### src/rrns_pkg.sv
`timescale 1ns / 1ps

package rrns_pkg;

  localparam int unsigned MAX_COMPONENTS_DEF = 16;

  localparam int K_W   = 32;
  localparam int Z_W   = 25;
  localparam int V_W   = 31;
  localparam int IT_W  = 10;
  localparam int TOL_W = 32;

  // shared divider geometry
  localparam int DVD_W = 96;
  localparam int DVS_W = 64;
  localparam int Q_W   = 57;

  // apb register map
  localparam int ADDR_W = 3;
  localparam logic [ADDR_W-1:0] ADDR_TOL   = 3'd0;
  localparam logic [ADDR_W-1:0] ADDR_MAXIT = 3'd4;

  localparam logic [TOL_W-1:0] TOL_RST    = 32'd110;
  localparam logic [IT_W-1:0]  MAXIT_RST  = 10'd100;
  localparam logic [IT_W-1:0]  ITER_LIMIT = 10'd1000;

  typedef struct packed {
    logic store;
    logic start;
    logic eval_clr;
    logic rd;
    logic mag;
    logic mul_den;
    logic den;
    logic mul_zm;
    logic div_t;
    logic div_r;
    logic div_s;
    logic take_t;
    logic take_r;
    logic take_s;
    logic pp_clr;
    logic pp_mul;
    logic pp_add;
    logic accum;
    logic upd;
    logic out_load;
    logic conv;
    logic clr_cnt;
  } rrns_cmd_t;

  typedef struct packed {
    logic idx_end;
    logic den_zero;
    logic below_tol;
    logic j_zero;
    logic div_done;
    logic pp_last;
    logic iter_over;
  } rrns_sts_t;

endpackage

### src/rrns_ctrl.sv
`timescale 1ns / 1ps

module rrns_ctrl import rrns_pkg::*; (
  input  logic      clk,
  input  logic      rst_n,
  input  logic      in_valid,
  input  logic      in_last,
  output logic      in_ready,
  output logic      out_valid,
  input  logic      out_ready,
  output rrns_cmd_t cmd,
  input  rrns_sts_t sts
);

  typedef enum logic [4:0] {
    S_IDLE, S_EVC, S_RD, S_MAG, S_MULD, S_DEN, S_MULZ, S_STT, S_WT, S_STR,
    S_WR, S_PPC, S_PPM, S_PPA, S_ACC, S_TOL, S_WS, S_UPD, S_CHKI, S_FIN
  } state_t;

  state_t state_r, state_nxt;
  logic   out_valid_r, out_valid_nxt;
  logic   conv_r, conv_nxt;

  assign in_ready  = state_r == S_IDLE;
  assign out_valid = out_valid_r;

  always_comb begin
    cmd           = '0;
    state_nxt     = state_r;
    conv_nxt      = conv_r;
    out_valid_nxt = out_valid_r && !out_ready;
    case (state_r)
      S_IDLE: begin
        if (in_valid) begin
          cmd.store = 1'b1;
          if (in_last) begin
            cmd.start = 1'b1;
            state_nxt = S_EVC;
          end
        end
      end
      S_EVC: begin
        cmd.eval_clr = 1'b1;
        state_nxt    = S_RD;
      end
      S_RD: begin
        if (sts.idx_end) begin
          state_nxt = S_TOL;
        end else begin
          cmd.rd    = 1'b1;
          state_nxt = S_MAG;
        end
      end
      S_MAG: begin
        cmd.mag   = 1'b1;
        state_nxt = S_MULD;
      end
      S_MULD: begin
        cmd.mul_den = 1'b1;
        state_nxt   = S_DEN;
      end
      S_DEN: begin
        cmd.den   = 1'b1;
        state_nxt = S_MULZ;
      end
      S_MULZ: begin
        cmd.mul_zm = 1'b1;
        if (sts.den_zero) begin
          conv_nxt  = 1'b0;
          state_nxt = S_FIN;
        end else begin
          state_nxt = S_STT;
        end
      end
      S_STT: begin
        cmd.div_t = 1'b1;
        state_nxt = S_WT;
      end
      S_WT: begin
        if (sts.div_done) begin
          cmd.take_t = 1'b1;
          state_nxt  = S_STR;
        end
      end
      S_STR: begin
        cmd.div_r = 1'b1;
        state_nxt = S_WR;
      end
      S_WR: begin
        if (sts.div_done) begin
          cmd.take_r = 1'b1;
          state_nxt  = S_PPC;
        end
      end
      S_PPC: begin
        cmd.pp_clr = 1'b1;
        state_nxt  = S_PPM;
      end
      S_PPM: begin
        cmd.pp_mul = 1'b1;
        state_nxt  = S_PPA;
      end
      S_PPA: begin
        cmd.pp_add = 1'b1;
        state_nxt  = sts.pp_last ? S_ACC : S_PPM;
      end
      S_ACC: begin
        cmd.accum = 1'b1;
        state_nxt = S_RD;
      end
      S_TOL: begin
        if (sts.below_tol) begin
          conv_nxt  = 1'b1;
          state_nxt = S_FIN;
        end else if (sts.j_zero) begin
          conv_nxt  = 1'b0;
          state_nxt = S_FIN;
        end else begin
          cmd.div_s = 1'b1;
          state_nxt = S_WS;
        end
      end
      S_WS: begin
        if (sts.div_done) begin
          cmd.take_s = 1'b1;
          state_nxt  = S_UPD;
        end
      end
      S_UPD: begin
        cmd.upd   = 1'b1;
        state_nxt = S_CHKI;
      end
      S_CHKI: begin
        if (sts.iter_over) begin
          conv_nxt  = 1'b0;
          state_nxt = S_FIN;
        end else begin
          state_nxt = S_EVC;
        end
      end
      S_FIN: begin
        cmd.conv = conv_r;
        if (!out_valid_r || out_ready) begin
          cmd.out_load  = 1'b1;
          cmd.clr_cnt   = 1'b1;
          out_valid_nxt = 1'b1;
          state_nxt     = S_IDLE;
        end
      end
      default: state_nxt = S_IDLE;
    endcase
  end

  always_ff @(posedge clk) begin
    if (!rst_n) begin
      state_r     <= S_IDLE;
      out_valid_r <= 1'b0;
      conv_r      <= 1'b0;
    end else begin
      state_r     <= state_nxt;
      out_valid_r <= out_valid_nxt;
      conv_r      <= conv_nxt;
    end
  end

endmodule

### config.mk
export PLATFORM = sky130hd
export DESIGN_NAME = rrns_ctrl
export DESIGN_NICKNAME = d
export VERILOG_FILES = /design/src/rrns_pkg.sv /design/src/rrns_ctrl.sv
export SDC_FILE = /design/constraint.sdc
export NUM_CORES = 1
export LEC_CHECK = 0
export BUFFER_PORTS_ARGS = -buffer_cell sky130_fd_sc_hd__buf_2
export CELL_PAD_IN_SITES_DETAIL_PLACEMENT = 0
export CELL_PAD_IN_SITES_GLOBAL_PLACEMENT = 1
export CORE_ASPECT_RATIO = 1.4
export CORE_UTILIZATION = 30
export CTS_BUF_LIST = sky130_fd_sc_hd__clkbuf_4 sky130_fd_sc_hd__clkbuf_8 sky130_fd_sc_hd__clkbuf_16
export DETAILED_ROUTE_END_ITERATION = 12
export MAX_ROUTING_LAYER = met4
export PLACE_DENSITY_LB_ADDON = 0.15
export SLEW_MARGIN = 20
export SYNTH_ARGS = -nofsm -noshare
export SYNTH_HDL_FRONTEND = slang
export SYNTH_SLANG_ARGS = --single-unit
### constraint.sdc
create_clock -name clk -period 2.6 [get_ports clk]
set_input_delay 0.39 -clock clk [delete_from_list [all_inputs] [get_ports clk]]
set_output_delay 0.39 -clock clk [all_outputs]
set_load 0.01 [all_outputs]
==> flow_summary.yaml <==
routing:
  totalWireLength_um: 2230
  drtIter0Drc: 32
  viasPerCell: 5.64
  remaining_drc_errors: 4
  drt_pass1_iterations: 9
  detail_route.wl_per_cell_um: 13.8
  ant_nets: 0
  dr_total_vias: 914
clocking:
  holdBufCountCts: 0
  cts_root_buf: "clkbuf_4"
  clk_path_buf_depth: 2
  clk_pin_slew_ns: 0.05
  ctsResizeCount: 0
  cts_tree: "done"
  cts.sink_count: 7
  clock_insertion_delay_worst_skew_ns: 0.25
  cts_max_level: 1
  postCtsSetupBuffers: 0
  cts-buffers-inserted: 3
worst_setup_path:
  cpMaxStageDelayCell: "dfxtp_1"
  rr_worst_depth: 4
  cp-start-kind: "flip-flop"
  timing.rr.start: "state_r[2]"
  cpPeakStageDelay_ns: 0.48
  crit_path_cell_trace: "or3_4, nor3_1, and3_1, buf_2"
  path_max_fanout: 19
  path_class: "flip-flop to primary output"
  ff2ff_setup_slack_ns: 0.66
  worst_setup_path_endpoint: "cmd[20]"
  worstSetupStartpoint: "state_r[3]"
  timing.critical_path.required_ns: 2.21
  timing.rr.end: "state_r[1]"
  worst-endpoint-arrival_ns: 1.71
  setup.worst_path.end_class: "primary output"
logic_synthesis:
  sequential_share_of_the_synthesized_area: 0.191
  number_of_flops_mapped_to_enable_cells_by_yosys: 0
  async_flop_share: 0
  mappedNetlistArea_um2: 734
  synth.distinct_cells: 40
  synth_fp_nets: 119
  netlist.top_cell.by_area: "dfxtp_1"
  synthTopCellsByArea: "dfxtp_1, nor2_1, nor3_1, nand2b_1, nand2_1"
  synthesis.yosys.warnings: 0
  synthesis.instances: 107
  netlist_top_cells_count: "nor2_1, nor3_1, dfxtp_1, nand2_1"
  total_of_flip_flops_plus_latches_after_synthesis: 7
  avg_cell_area_syn_um2: 6.86
  post-synth-top-area-fraction: 0.191
  synth_ff_type: "dfxtp_1"
  yosys.cell_count.top_type: "nor2_1"
sta:
  timing_hold_violations_final: 0
  timing.slew.headroom: 0.589
  fin_skew_ns: 0.00351
  holdWs_ns: 0.401
  rsz0062_at_grt: "false"
  finalMaxSlewViolations: 0
  tightest_slew_ns: 0.601
  tns_ns: 0
  setup_violations: 0
  clock_period_minus_final_worst_setup_slack_ns: 2.10
  layout_worst_path_cycle_share: 0.808
  max_freq_ghz: 0.476
place:
  port_bufs: 35
  place.gp.congestion: 0.770
  dpl.hpwl_um: 1720
  placed_cell_area_um2: 911
status:
  failed_checks: "design-rule violations"
  outcome: "finished with violations"
global_route:
  maximum_number_of_pins_on_one_net_before_global_route_repair: 20
  globalRouteOverflowTotal: 0
  antenna_violations_before_repair: 0
  grtUsageTotal: 0.180
  grt_first_pass_wirelength_um: 3550
  number_of_global_route_vias_before_repair: 776
die:
  row_count: 20
  pin_count: 36
  dieHeight_um: 60.5
  fp.dieW_um: 43.8
  core_area_um2: 2250
  initial_core_util: 0.326
  die_area_um2: 2650
hold_path:
  holdCritPathClass: "primary input to flip-flop"
  holdCritStartpoint: "rst_n"
pwr:
  vdd.ir_drop.worst_uv: 505
  p_per_area_nw_per_um2: 866
  p_leak_nw: 0.422
job:
  maxCapViolations: 0
layout:
  insertedDiodeCount: 0
  area_delta_synth_final_pct: 28.1
  final_cell_area_um2: 941
  drive_above_1_share: 0.343
  nets: 153
[worst min-delay path by stage]
stage                       endpoint  cells past startpoint
final                         conv_r                      2
after floorplan               conv_r                      1
after global placement    state_r[1]                      2
after detailed placement  state_r[1]                      2
after CTS                     conv_r                      2
after global routing          conv_r                      2
[cells by family after synthesis]
kind of cell | Yosys count | share of synthesized area
AO/OA/AOI/OAI | 26 | 0.262
buffers and inverters | 15 | 0.0971
flip-flops | 7 | 0.191
AND/OR/NAND/NOR | 59 | 0.450
[through the flow]
| step | util | std cells | power [W] | setup slack, ns |
|---|---|---|---|---|
| CTS | 0.418 | 162 | 0.000817 | 0.494 |
| global placement | 0.404 | 158 | 0.000694 | 0.743 |
| global route | 0.418 | 162 | 0.000882 | 0.407 |
| finish | 0.418 | 162 | 0.000814 | 0.498 |
| floorplan | - | 107 | 0.000573 | 0.710 |
| detailed placement | 0.404 | 158 | 0.000703 | 0.677 |
[cells in the final DEF, fill, tap and decap left out, drive strengths merged, types with 3 or more instances in the layout]
master,n
nand2,7
a211oi,3
buf,38
or4b,3
nor2,15
nor3,11
nand2b,5
inv,6
o211ai,3
dfxtp,7
nor2b,3
a21oi,5
clkbuf,4
a31oi,3
or3,3
nor4,4
[power by group]
part           internal (W)  switching (W)  leakage (nW)  total, W
clock network     0.0000690      0.0000396        0.0184  0.000109
logic              0.000228       0.000269         0.346  0.000497
registers          0.000133      0.0000760        0.0572  0.000209
[registers in the layout, summed over array words and instances, names as in the netlist]
register and cells:
out_valid 1, conv_r 1, state_r 5
[critical path: cells and delay by family, from the launching register on]
family	cells	cell delay, ns
AND/OR/NAND/NOR	3	0.86
buffers and inverters	1	0.12
flip-flops	1	0.48
[final cells by class]
cell class	count	area (um2)
Fill cell	275	1310
Multi-Input combinational cell	85	523
Timing Repair Buffer	38	198
Sequential cell	7	140
Clock buffer	4	30.0
Tap cell	22	27.5
Inverter	6	22.5
[per-layer routing]
layer	GRT usage	wire length (um)
met3	0.00893	131
met2	0.301	1090
met4	0.0804	14
met1	0.222	1000
met5	-	0
Power figures use the tool's default switching activity.
